--- src/rtl/pgntok_pkg.sv ---
`default_nettype none
package pgntok_pkg;

  localparam int MAX_TOKEN  = 8;
  localparam int MAX_DEPTH  = 255;
  localparam int CHAR_W     = 8;
  localparam int TEXT_W     = 64;
  localparam int CNT_W      = 4;
  localparam int IDX_W      = $clog2(MAX_TOKEN);
  localparam int DEPTH_W    = 8;

  localparam int QUEUE_DEPTH = 4;
  localparam int QPTR_W      = $clog2(QUEUE_DEPTH);
  localparam int QCNT_W      = $clog2(QUEUE_DEPTH + 1);

  localparam logic [CHAR_W-1:0] CH_LBRACE = 8'h7B;
  localparam logic [CHAR_W-1:0] CH_RBRACE = 8'h7D;
  localparam logic [CHAR_W-1:0] CH_LPAREN = 8'h28;
  localparam logic [CHAR_W-1:0] CH_RPAREN = 8'h29;
  localparam logic [CHAR_W-1:0] CH_DOT    = 8'h2E;
  localparam logic [CHAR_W-1:0] CH_DOLLAR = 8'h24;
  localparam logic [CHAR_W-1:0] CH_SPACE  = 8'h20;
  localparam logic [CHAR_W-1:0] CH_TAB    = 8'h09;
  localparam logic [CHAR_W-1:0] CH_CR     = 8'h0D;

  // Result markers, first character in the lowest byte.
  localparam logic [TEXT_W-1:0] MARK_WHITE = 64'h0000_0000_0030_2D31;
  localparam logic [TEXT_W-1:0] MARK_BLACK = 64'h0000_0000_0031_2D30;
  localparam logic [TEXT_W-1:0] MARK_DRAW  = 64'h0032_2F31_2D32_2F31;
  localparam logic [TEXT_W-1:0] MARK_OPEN  = 64'h0000_0000_0000_002A;
  localparam logic [CNT_W-1:0]  LEN_WHITE  = 4'd3;
  localparam logic [CNT_W-1:0]  LEN_BLACK  = 4'd3;
  localparam logic [CNT_W-1:0]  LEN_DRAW   = 4'd7;
  localparam logic [CNT_W-1:0]  LEN_OPEN   = 4'd1;

  typedef enum logic [0:0] {
    KIND_MOVE   = 1'b0,
    KIND_RESULT = 1'b1
  } token_kind_t;

  // Raw token as the front ends it.
  typedef struct packed {
    logic [TEXT_W-1:0] text;
    logic [CNT_W-1:0]  count;
    logic              overflow;
    logic              has_dot;
  } tok_rec_t;

  typedef struct packed {
    logic full;
    logic empty;
  } q_stat_t;

endpackage
`default_nettype wire

--- src/rtl/pgntok_front.sv ---
`default_nettype none
module pgntok_front
  import pgntok_pkg::*;
(
  input  wire logic              clk,
  input  wire logic              rst_n,
  input  wire logic              accept,
  input  wire logic [CHAR_W-1:0] char_in,
  input  wire logic              end_of_text,
  output logic                   push,
  output tok_rec_t               push_rec
);

  logic               comment_r, comment_nxt;
  logic [DEPTH_W-1:0] depth_r, depth_nxt;
  tok_rec_t           tok_r, tok_nxt;
  tok_rec_t           app_tok;
  logic               flush_now, append, is_ws;
  logic [IDX_W-1:0]   wr_idx;

  assign wr_idx = tok_r.count[IDX_W-1:0];
  assign is_ws  = (char_in == CH_SPACE) || ((char_in >= CH_TAB) && (char_in <= CH_CR));

  // Token as it stands once this character is appended.
  always_comb begin
    app_tok = tok_r;
    if (char_in == CH_DOT) begin
      app_tok.has_dot = 1'b1;
    end
    if (tok_r.count < CNT_W'(MAX_TOKEN)) begin
      app_tok.text[8*wr_idx +: CHAR_W] = char_in;
      app_tok.count = tok_r.count + CNT_W'(1);
    end else begin
      app_tok.overflow = 1'b1;
    end
  end

  always_comb begin
    comment_nxt = comment_r;
    depth_nxt   = depth_r;
    flush_now   = 1'b0;
    append      = 1'b0;
    if (comment_r) begin
      if (char_in == CH_RBRACE) begin
        comment_nxt = 1'b0;
      end
    end else if (char_in == CH_LBRACE) begin
      flush_now   = 1'b1;
      comment_nxt = 1'b1;
    end else if (char_in == CH_LPAREN) begin
      flush_now = 1'b1;
      if (depth_r < DEPTH_W'(MAX_DEPTH)) begin
        depth_nxt = depth_r + DEPTH_W'(1);
      end
    end else if (char_in == CH_RPAREN) begin
      flush_now = 1'b1;
      if (depth_r != '0) begin
        depth_nxt = depth_r - DEPTH_W'(1);
      end
    end else if (depth_r != '0) begin
      // drop inside a variation
    end else if (is_ws) begin
      flush_now = 1'b1;
    end else begin
      append = 1'b1;
    end

    push_rec = append ? app_tok : tok_r;
    push     = accept && (flush_now || end_of_text) && (push_rec.count != '0);

    if (flush_now || end_of_text) begin
      tok_nxt = '0;
    end else if (append) begin
      tok_nxt = app_tok;
    end else begin
      tok_nxt = tok_r;
    end
    if (end_of_text) begin
      comment_nxt = 1'b0;
      depth_nxt   = '0;
    end
  end

  always_ff @(posedge clk) begin
    if (!rst_n) begin
      comment_r <= 1'b0;
      depth_r   <= '0;
      tok_r     <= '0;
    end else if (accept) begin
      comment_r <= comment_nxt;
      depth_r   <= depth_nxt;
      tok_r     <= tok_nxt;
    end
  end

endmodule
`default_nettype wire

--- src/rtl/pgntok_queue.sv ---
`default_nettype none
module pgntok_queue
  import pgntok_pkg::*;
(
  input  wire logic     clk,
  input  wire logic     rst_n,
  input  wire logic     push,
  input  wire tok_rec_t push_rec,
  input  wire logic     pop,
  output tok_rec_t      pop_rec,
  output q_stat_t       stat
);

  tok_rec_t            slot_r [QUEUE_DEPTH];
  logic [QPTR_W-1:0]   wr_ptr_r, wr_ptr_nxt;
  logic [QPTR_W-1:0]   rd_ptr_r, rd_ptr_nxt;
  logic [QCNT_W-1:0]   cnt_r, cnt_nxt;

  assign stat.full  = (cnt_r == QCNT_W'(QUEUE_DEPTH));
  assign stat.empty = (cnt_r == '0);
  assign pop_rec    = slot_r[rd_ptr_r];

  always_comb begin
    wr_ptr_nxt = push ? wr_ptr_r + QPTR_W'(1) : wr_ptr_r;
    rd_ptr_nxt = pop  ? rd_ptr_r + QPTR_W'(1) : rd_ptr_r;
    cnt_nxt    = cnt_r;
    if (push && !pop) begin
      cnt_nxt = cnt_r + QCNT_W'(1);
    end else if (pop && !push) begin
      cnt_nxt = cnt_r - QCNT_W'(1);
    end
  end

  always_ff @(posedge clk) begin
    if (push) begin
      slot_r[wr_ptr_r] <= push_rec;
    end
  end

  always_ff @(posedge clk) begin
    if (!rst_n) begin
      wr_ptr_r <= '0;
      rd_ptr_r <= '0;
      cnt_r    <= '0;
    end else begin
      wr_ptr_r <= wr_ptr_nxt;
      rd_ptr_r <= rd_ptr_nxt;
      cnt_r    <= cnt_nxt;
    end
  end

endmodule
`default_nettype wire

--- src/rtl/pgntok_back.sv ---
`default_nettype none
module pgntok_back
  import pgntok_pkg::*;
(
  input  wire logic              clk,
  input  wire logic              rst_n,
  input  wire tok_rec_t          q_rec,
  input  wire q_stat_t           q_stat,
  output logic                   pop,
  input  wire logic              out_stall,
  output logic                   out_valid,
  output logic                   token_kind,
  output logic [TEXT_W-1:0]      token_text,
  output logic [CNT_W-1:0]       token_length,
  output logic                   token_truncated
);

  logic              valid_r, valid_nxt;
  logic              kind_r;
  logic [TEXT_W-1:0] text_r;
  logic [CNT_W-1:0]  len_r;
  logic              trunc_r;
  logic              out_free, is_result, is_nag, emit;

  assign out_free = !valid_r || !out_stall;
  assign pop      = !q_stat.empty && out_free;

  always_comb begin
    is_result = !q_rec.overflow && (
        (q_rec.count == LEN_WHITE && q_rec.text == MARK_WHITE) ||
        (q_rec.count == LEN_BLACK && q_rec.text == MARK_BLACK) ||
        (q_rec.count == LEN_DRAW  && q_rec.text == MARK_DRAW)  ||
        (q_rec.count == LEN_OPEN  && q_rec.text == MARK_OPEN));
    is_nag = (q_rec.text[CHAR_W-1:0] == CH_DOLLAR);
    emit   = is_result || (!q_rec.has_dot && !is_nag);

    valid_nxt = valid_r;
    if (pop && emit) begin
      valid_nxt = 1'b1;
    end else if (out_free) begin
      valid_nxt = 1'b0;
    end
  end

  always_ff @(posedge clk) begin
    if (pop && emit) begin
      kind_r  <= is_result ? KIND_RESULT : KIND_MOVE;
      text_r  <= q_rec.text;
      len_r   <= q_rec.count;
      trunc_r <= q_rec.overflow;
    end
  end

  always_ff @(posedge clk) begin
    if (!rst_n) begin
      valid_r <= 1'b0;
    end else begin
      valid_r <= valid_nxt;
    end
  end

  assign out_valid       = valid_r;
  assign token_kind      = kind_r;
  assign token_text      = text_r;
  assign token_length    = len_r;
  assign token_truncated = trunc_r;

endmodule
`default_nettype wire

--- src/rtl/game_notation_movetext_tokenizer_unit.sv ---
// Channel | Direction | Handshake          | Payload
// in      | input     | in_valid/in_stall  | in_char_in[7:0], in_end_of_text
// out     | output    | out_valid/out_stall| out_token_kind, out_token_text[63:0],
//         |           |                    | out_token_length[3:0], out_token_truncated
//
// One character item is taken every cycle while in_stall is low; the front updates
// comment, depth and token state in that cycle. A finished token passes through the
// four-entry queue and then the output register before it reaches out_valid.
// in_stall rises only while the queue is full, i.e. after out_stall has held off
// the back for several tokens; dropped tokens (move numbers, glyphs) are popped but
// never reach the output. Reset is synchronous on rst_n and needs no clearing pass.
`default_nettype none
module game_notation_movetext_tokenizer_unit
  import pgntok_pkg::*;
(
  input  wire logic              clk,
  input  wire logic              rst_n,
  input  wire logic              in_valid,
  output logic                   in_stall,
  input  wire logic [CHAR_W-1:0] in_char_in,
  input  wire logic              in_end_of_text,
  output logic                   out_valid,
  input  wire logic              out_stall,
  output logic                   out_token_kind,
  output logic [TEXT_W-1:0]      out_token_text,
  output logic [CNT_W-1:0]       out_token_length,
  output logic                   out_token_truncated
);

  logic     in_accept;
  logic     q_push, q_pop;
  tok_rec_t q_push_rec, q_pop_rec;
  q_stat_t  q_stat;

  // Hold the input whenever the queue cannot take one more token.
  assign in_stall  = q_stat.full;
  assign in_accept = in_valid && !in_stall;

  // Front: classify each character and end tokens.
  pgntok_front u_front (
    .clk         (clk),
    .rst_n       (rst_n),
    .accept      (in_accept),
    .char_in     (in_char_in),
    .end_of_text (in_end_of_text),
    .push        (q_push),
    .push_rec    (q_push_rec)
  );

  // Decouple the front from output back-pressure.
  pgntok_queue u_queue (
    .clk      (clk),
    .rst_n    (rst_n),
    .push     (q_push),
    .push_rec (q_push_rec),
    .pop      (q_pop),
    .pop_rec  (q_pop_rec),
    .stat     (q_stat)
  );

  // Back: drop move numbers and glyphs, tag result markers, drive the output.
  pgntok_back u_back (
    .clk             (clk),
    .rst_n           (rst_n),
    .q_rec           (q_pop_rec),
    .q_stat          (q_stat),
    .pop             (q_pop),
    .out_stall       (out_stall),
    .out_valid       (out_valid),
    .token_kind      (out_token_kind),
    .token_text      (out_token_text),
    .token_length    (out_token_length),
    .token_truncated (out_token_truncated)
  );

endmodule
`default_nettype wire

--- config.mk ---
export PLATFORM = sky130hd
export DESIGN_NAME = game_notation_movetext_tokenizer_unit
export DESIGN_NICKNAME = d
export VERILOG_FILES = /design/src/rtl/pgntok_pkg.sv /design/src/rtl/pgntok_front.sv /design/src/rtl/pgntok_queue.sv /design/src/rtl/pgntok_back.sv /design/src/rtl/game_notation_movetext_tokenizer_unit.sv
export SDC_FILE = /design/constraint.sdc
export NUM_CORES = 1
export LEC_CHECK = 0
export ABC_CLOCK_PERIOD_IN_PS = 8200
export BUFFER_PORTS_ARGS = -buffer_cell sky130_fd_sc_hd__clkbuf_2
export CAP_MARGIN = 0
export CORE_MARGIN = 10
export CORE_UTILIZATION = 50
export DETAILED_ROUTE_END_ITERATION = 8
export PLACE_DENSITY = 0.67
export SLEW_MARGIN = 20
export SYNTH_ARGS = -nofsm -noshare
export SYNTH_HDL_FRONTEND = slang
export SYNTH_HIERARCHICAL = 1
export SYNTH_SLANG_ARGS = --single-unit
--- constraint.sdc ---
create_clock -name clk -period 8.2 [get_ports clk]
set_input_delay 0 -clock clk [delete_from_list [all_inputs] [get_ports clk]]
set_output_delay 0 -clock clk [all_outputs]
set_load 0.1 [all_outputs]
==> out/summary.txt, run 1 <==
DP HPWL -> 25640 um
Gr busiest metal -> met2
Layout Nets -> 1186
Psw -> 2.565 mW
YS warnings -> 6
Met2 Usage GRT -> 0.2852
Post-synthesis mux area share -> 0.1132
XOR/XNOR share of the synthesized area -> 0.005449
# DRC -> 0
Initial Utilization -> 0.5093
Fin crit share -> 0.5528
Final instance area -> 0.01994 sq mm
Fmax -> 220.6 MHz
Total core area -> 0.03471 sq mm
Routed Antenna Nets -> 0
Synth top area cells -> edfxtp_1, dfxtp_1, mux4_2
Pre-antenna DRT Iters -> 6
Leading area contributor after synthesis -> edfxtp_1
EDFF count, synth -> 350
Filler cell count -> 2647
Wirelength per Cell -> 23.86 um
Minimum clock period -> 4.533 ns
P&R area growth vs syn -> 12.77%
Slew Limit Fails -> 0
IO Pins -> 85
Global routing met1 resource utilization -> 0.2446
Clock Latency Late Sink -> 0.55 ns
Initial antenna violation count -> 1
Port Buf Inserts -> 84
Row count -> 68
Htree depth -> 2
CTS Sinks -> 439
Clock Path Buffers -> 3
Die area -> 0.04328 sq mm
Met3 Track Usage GR -> 0.03864
Top-area cell type share of the netlist area -> 0.5945
Fin. Hold Viols -> 0
Clock power share -> 0.279
Clk_skew -> 0.01489 ns
Overall global routing resource usage -> 0.1779
Synth Flop Type -> edfxtp_1
CP Capture Type -> flip-flop
CTS root buffer -> clkbuf_16
Syn Nets -> 1096
Final GP Congestion -> 0.8429
Int Pwr -> 4.361 mW
Total number of vias -> 9886
Detailed Route WL -> 39280 um
Worst Hold Class -> primary input to flip-flop
Syn Area/Cell -> 16.57 sq um
Max FO, Critical Path -> 42
Ant. Diodes -> 0
Post-Route Setup TNS -> 0 ns
Leading cell type in the layout, fill and taps excluded -> edfxtp_1
Total clock buffers created by CTS -> 44
Sw Share -> 0.3703
Actual slew at the worst max-slew pin -> 1.077 ns
Cell Area, Synth -> 0.01768 sq mm
Startpoint Class -> flip-flop
Most frequent cells in the layout -> edfxtp_1, nand2_1, dfxtp_1
Global-route wire length before repair -> 59920 um
Post-synthesis sequential area ratio -> 0.6953
Reg area -> 0.01230 sq mm
Simple-gate share of the synthesized area -> 0.08061
Pleak -> 6.666 nW
CTS tree -> done
Die W -> 208.0 um
Placed instance area -> 0.01845 sq mm
Clk slew on worst S/H paths -> 0.06 ns
Slew margin rel. -> 0.2821
Vias in the first global route -> 9686
Synth Area in Adders -> 0.01217
Synth Instances -> 1067
Compound-Gate Fraction of Synth Area -> 0.06773
#FFs+latches synth -> 439
DRT iter0 DRCs -> 997
Ratio of cells with drive above 1 in the final layout -> 0.2544
# setup viols final -> 0
Status -> finished, final reports clean
Critical Path AT -> 4.72 ns
Cell variety after synth -> 72
PwrDens -> 347.4 mW/mm^2
Largest net degree at the start of global routing -> 70
Worst IR Drop VDD -> 0.0004137 V
Largest family of logic cells by synthesized area -> multiplexers
Maxcap violations -> 0
Grt total ovfl -> 0
HP Start -> in_valid
Crit path kind -> flip-flop to flip-flop
Flop pwr share -> 0.410
Die H -> 208.0 um
Worst EP required -> 8.39 ns
Multi-input logic area -> 0.004962 sq mm
Combinational Power Share -> 0.311
Asr flop ratio synth -> 0
Via/cell ratio -> 6.006
RSZ-0062 raised after global routing -> false
## stage by stage
step / worst slack, ns / util / hold slack [ns] / cells / power, mW
2_1_floorplan: 2.255 / - / 0.1162 / 1067 / 4.664
3_3_place_gp: 3.144 / 0.5308 / 0.4096 / 1556 / 5.024
3_5_place_dp: 3.587 / 0.5314 / 0.3792 / 1557 / 5.061
4_1_cts: 3.574 / 0.5744 / 0.01825 / 1646 / 6.997
5_1_grt: 3.355 / 0.5744 / 0.06104 / 1646 / 7.184
6_report: 3.667 / 0.5744 / 0.02049 / 1646 / 6.926
## registers in the layout, summed over array words and instances, names as in the netlist, named ones only
signal and cells:
u_back/token_kind 1, u_queue/slot_r 280, u_queue/cnt_r 3, u_back/token_truncated 1, u_front/tok_r 70, u_back/out_valid 1, u_back/token_text 64, u_front/comment_r 1
u_queue/wr_ptr_r 2, u_queue/rd_ptr_r 2, u_back/token_length 4, u_front/depth_r 8
## repair_timing
item	in CTS	in global routing
hold endpoints to repair	25	0
setup buffers	0	0
hold buffers	9	0
gates resized for setup	0	0
## cells by family after synthesis
kind of cell	Yosys count
and+or+nand+nor	264
DFF	439
AOI/OAI and AO/OA	151
adders and majority gates	16
xor gates and xnor gates	11
buffers and inverters	78
muxes	108
## Yosys cell counts (17+ instances only)
master and instances:
clkbuf_1 34, o32ai_1 19, a32o_1 31, edfxtp_1 350, nor2_1 17, nand2_1 109, mux2_2 35, dfxtp_1 89
o21ai_0 31, nor3_1 17, mux4_2 70, nand3_1 24, buf_2 19
## layer usage
layer	share of wire	routed length (um)
met3	0.072	2846
met1	0.43	16760
met2	0.49	19080
met4	0.015	599
met5	0	0
## worst max-delay path, stage by stage, from the launching register on
cell      delay, ns
dfxtp_4        0.75
buf_12         0.40
mux4_2         0.57
nor4_1         0.47
nand4_2        0.33
nor4_4         0.30
a32oi_1        0.21
a21boi_4       0.50
buf_4          0.54
## power groups by stage
stage | registers, mW | logic (mW) | clock network (mW)
final | 2.84 | 2.15 | 1.93
after global routing | 2.87 | 2.26 | 2.06
after CTS | 2.85 | 2.18 | 1.97
after detailed placement | 2.89 | 2.17 | 0
after global placement | 2.89 | 2.13 | 0
after floorplan | 3.84 | 0.824 | 0
## final cells by class
| cell class | count | share of cell area |
|---|---|---|
| timing repair buffer | 109 | 0.03301 |
| inverter | 13 | 0.002447 |
| clock buffer | 57 | 0.06031 |
| sequential | 439 | 0.6168 |
| multi-input combinational | 550 | 0.2489 |
| clock inverter | 23 | 0.01004 |
| tap | 455 | 0.02855 |
## path summary, 6_finish.rpt
path	slack (ns)	cells after the start	to
worst max-delay path	3.67	8	u_back/token_text[49]
worst min-delay path	0.02	4	u_front/tok_r[0]
worst max register to register	3.67	8	u_back/token_text[49]
worst min register to register	0.46	2	u_front/tok_r[44]
Power figures use the tool's default switching activity.
==> run 2, diff against run 1 <==
--- a/config.mk
+++ b/config.mk
@@ -5,13 +5,13 @@
 export SDC_FILE = /design/constraint.sdc
 export NUM_CORES = 1
 export LEC_CHECK = 0
-export ABC_CLOCK_PERIOD_IN_PS = 8200
+export ABC_CLOCK_PERIOD_IN_PS = 3800
 export BUFFER_PORTS_ARGS = -buffer_cell sky130_fd_sc_hd__clkbuf_2
 export CAP_MARGIN = 0
 export CORE_MARGIN = 10
 export CORE_UTILIZATION = 50
 export DETAILED_ROUTE_END_ITERATION = 8
-export PLACE_DENSITY = 0.67
+export PLACE_DENSITY = 0.7
 export SLEW_MARGIN = 20
 export SYNTH_ARGS = -nofsm -noshare
 export SYNTH_HDL_FRONTEND = slang
==> constraint.sdc (replaced) <==
create_clock -name clk -period 3.8 [get_ports clk]
set_input_delay 0 -clock clk [delete_from_list [all_inputs] [get_ports clk]]
set_output_delay 0 -clock clk [all_outputs]
set_load 0.1 [all_outputs]
==> out/summary.txt, run 2 (synthesized netlist as in run 1, its figures left out) <==
Status -> finished, final reports clean
Port Buf Inserts -> 84
Pre-antenna DRT Iters -> 5
PwrDens -> 741.7 mW/mm^2
Largest net degree at the start of global routing -> 63
Worst stage delay on the critical path -> 0.57 ns
Flop pwr share -> 0.404
Total power -> 14.96 mW
Routed Antenna Nets -> 0
Most frequent cells in the layout -> edfxtp_1, nand2_1, dfxtp_1
Leading cell type in the layout, fill and taps excluded -> edfxtp_1
Global routing met1 resource utilization -> 0.2366
Hold Buf Count CTS -> 4
Detailed Route WL -> 39330 um
Die area -> 0.04328 sq mm
Fin crit share -> 0.9441
Vias in the first global route -> 9938
Core Util, Final -> 0.5810
Clk slew on worst S/H paths -> 0.06 ns
Met3 Track Usage GR -> 0.03385
Clock Path Buffers -> 3
Clk_skew -> 0.02352 ns
Initial Utilization -> 0.5093
CP Capture Type -> flip-flop
Setup fix buffers added after clock tree synthesis -> 0
Ratio of cells with drive above 1 in the final layout -> 0.2733
Global-route wire length before repair -> 60670 um
Fmax -> 278.8 MHz
Gr busiest metal -> met2
RSZ-0062 raised after global routing -> false
Layout Nets -> 1215
CP cell instances -> or4_4, nor3_4, and4_1, and3_1, xnor2_1, o311a_1, ha_1, inv_1, fa_1, xor2_1, or3_1, a21boi_0
Psw -> 5.592 mW
Maxcap violations -> 0
Fin. Hold Viols -> 0
Initial antenna violation count -> 0
CTS Sinks -> 439
Htree depth -> 2
Wirelength per Cell -> 23.45 um
CTS root buffer -> clkbuf_16
Max reg flops -> 280
Total number of vias -> 9986
Total core area -> 0.03471 sq mm
CP max stage cell -> or4_4
Via/cell ratio -> 5.955
Startpoint Class -> flip-flop
Met2 Usage GRT -> 0.2945
Sw Share -> 0.3738
# DRC -> 0
Final GP Congestion -> 0.8375
Worst IR Drop VDD -> 0.0006507 V
Grt total ovfl -> 0
Die H -> 208.0 um
Minimum clock period -> 3.587 ns
Total clock buffers created by CTS -> 44
Critical Path AT -> 4.06 ns
Clock power share -> 0.272
Post_cts resized -> 0
Most flops, register -> u_queue/slot_r
P&R area growth vs syn -> 14.08%
Die W -> 208.0 um
# setup viols final -> 0
Slew Limit Fails -> 0
Max FO, Critical Path -> 7
Slew margin rel. -> 0.4060
Overall global routing resource usage -> 0.1784
Worst Hold Class -> primary input to flip-flop
Clock Latency Late Sink -> 0.56 ns
DP HPWL -> 26350 um
Post-Route Setup TNS -> 0 ns
Actual slew at the worst max-slew pin -> 0.8910 ns
CTS tree -> done
Pleak -> 6.696 nW
Int Pwr -> 9.367 mW
Combinational Power Share -> 0.324
Row count -> 68
Ant. Diodes -> 0
Worst EP required -> 4.27 ns
IO Pins -> 85
Crit path kind -> flip-flop to flip-flop
DRT iter0 DRCs -> 818
[run 2: cell count changes in the layout (fill, tap and decap cells not counted), sizes merged]
cell         previous run  this run
clkinvlp                2         0
buf                    17        51
clkinv                 19        22
bufinv                  3         2
inv                    12        14
dlygate4sd3             9         4
[run 2: final timing paths]
kind,from,end,slack [ns],depth (start not counted)
worst min register to register,u_front/tok_r[41],u_front/tok_r[41],0.46,2
worst max register to register,u_front/depth_r[3],u_queue/cnt_r[2],0.21,12
worst max-delay path,u_front/depth_r[3],u_queue/cnt_r[2],0.21,12
worst min-delay path,rst_n,u_queue/cnt_r[1],0.006,2
[run 2: per-layer routing]
metal	vias to the layer above	share of wire
li1	4527	-
met1	5109	0.42
met2	291	0.50
met3	59	0.059
met4	0	0.022
met5	-	0
[run 2: cell type report]
cell class                 count  area (sq um)
multi-input combinational    550          4967
timing repair buffer         138         938.4
fill                        2632         14540
clock buffer                  57          1171
sequential                   439         12300
tap                          455         569.3
inverter                      13         48.80
clock inverter                25         177.7
[run 2: critical path, delay by kind of cell (launching register included)]
family                   cells  cell delay (ns)
AND/OR/NAND/NOR              5             1.62
buffers and inverters        1             0.06
AO/OA/AOI/OAI                2             0.55
flip-flops                   1             0.34
adder cells (fa/ha/maj)      2             0.62
XOR/XNOR                     2             0.33
[run 2: metrics by stage]
stage	cell area [sq um]	setup slack, ns	hold slack, ns	std cells
6_report	20170	0.2126	0.005678	1677
3_5_place_dp	18780	0.2379	0.3155	1591
4_1_cts	20170	0.2003	0.0004285	1677
5_1_grt	20170	0.01321	0.01702	1677
3_3_place_gp	18780	0.2903	0.2967	1591
2_1_floorplan	17700	0.03745	0.1162	1067
[run 2: power groups by stage]
stage	clock, mW	combinational, mW	sequential [mW]
final	4.07	4.85	6.04
after global routing	4.35	5.07	6.08
after CTS	4.15	4.90	6.05
after detailed placement	0	4.88	6.14
after global placement	0	4.86	6.13
after floorplan	0	1.79	8.25
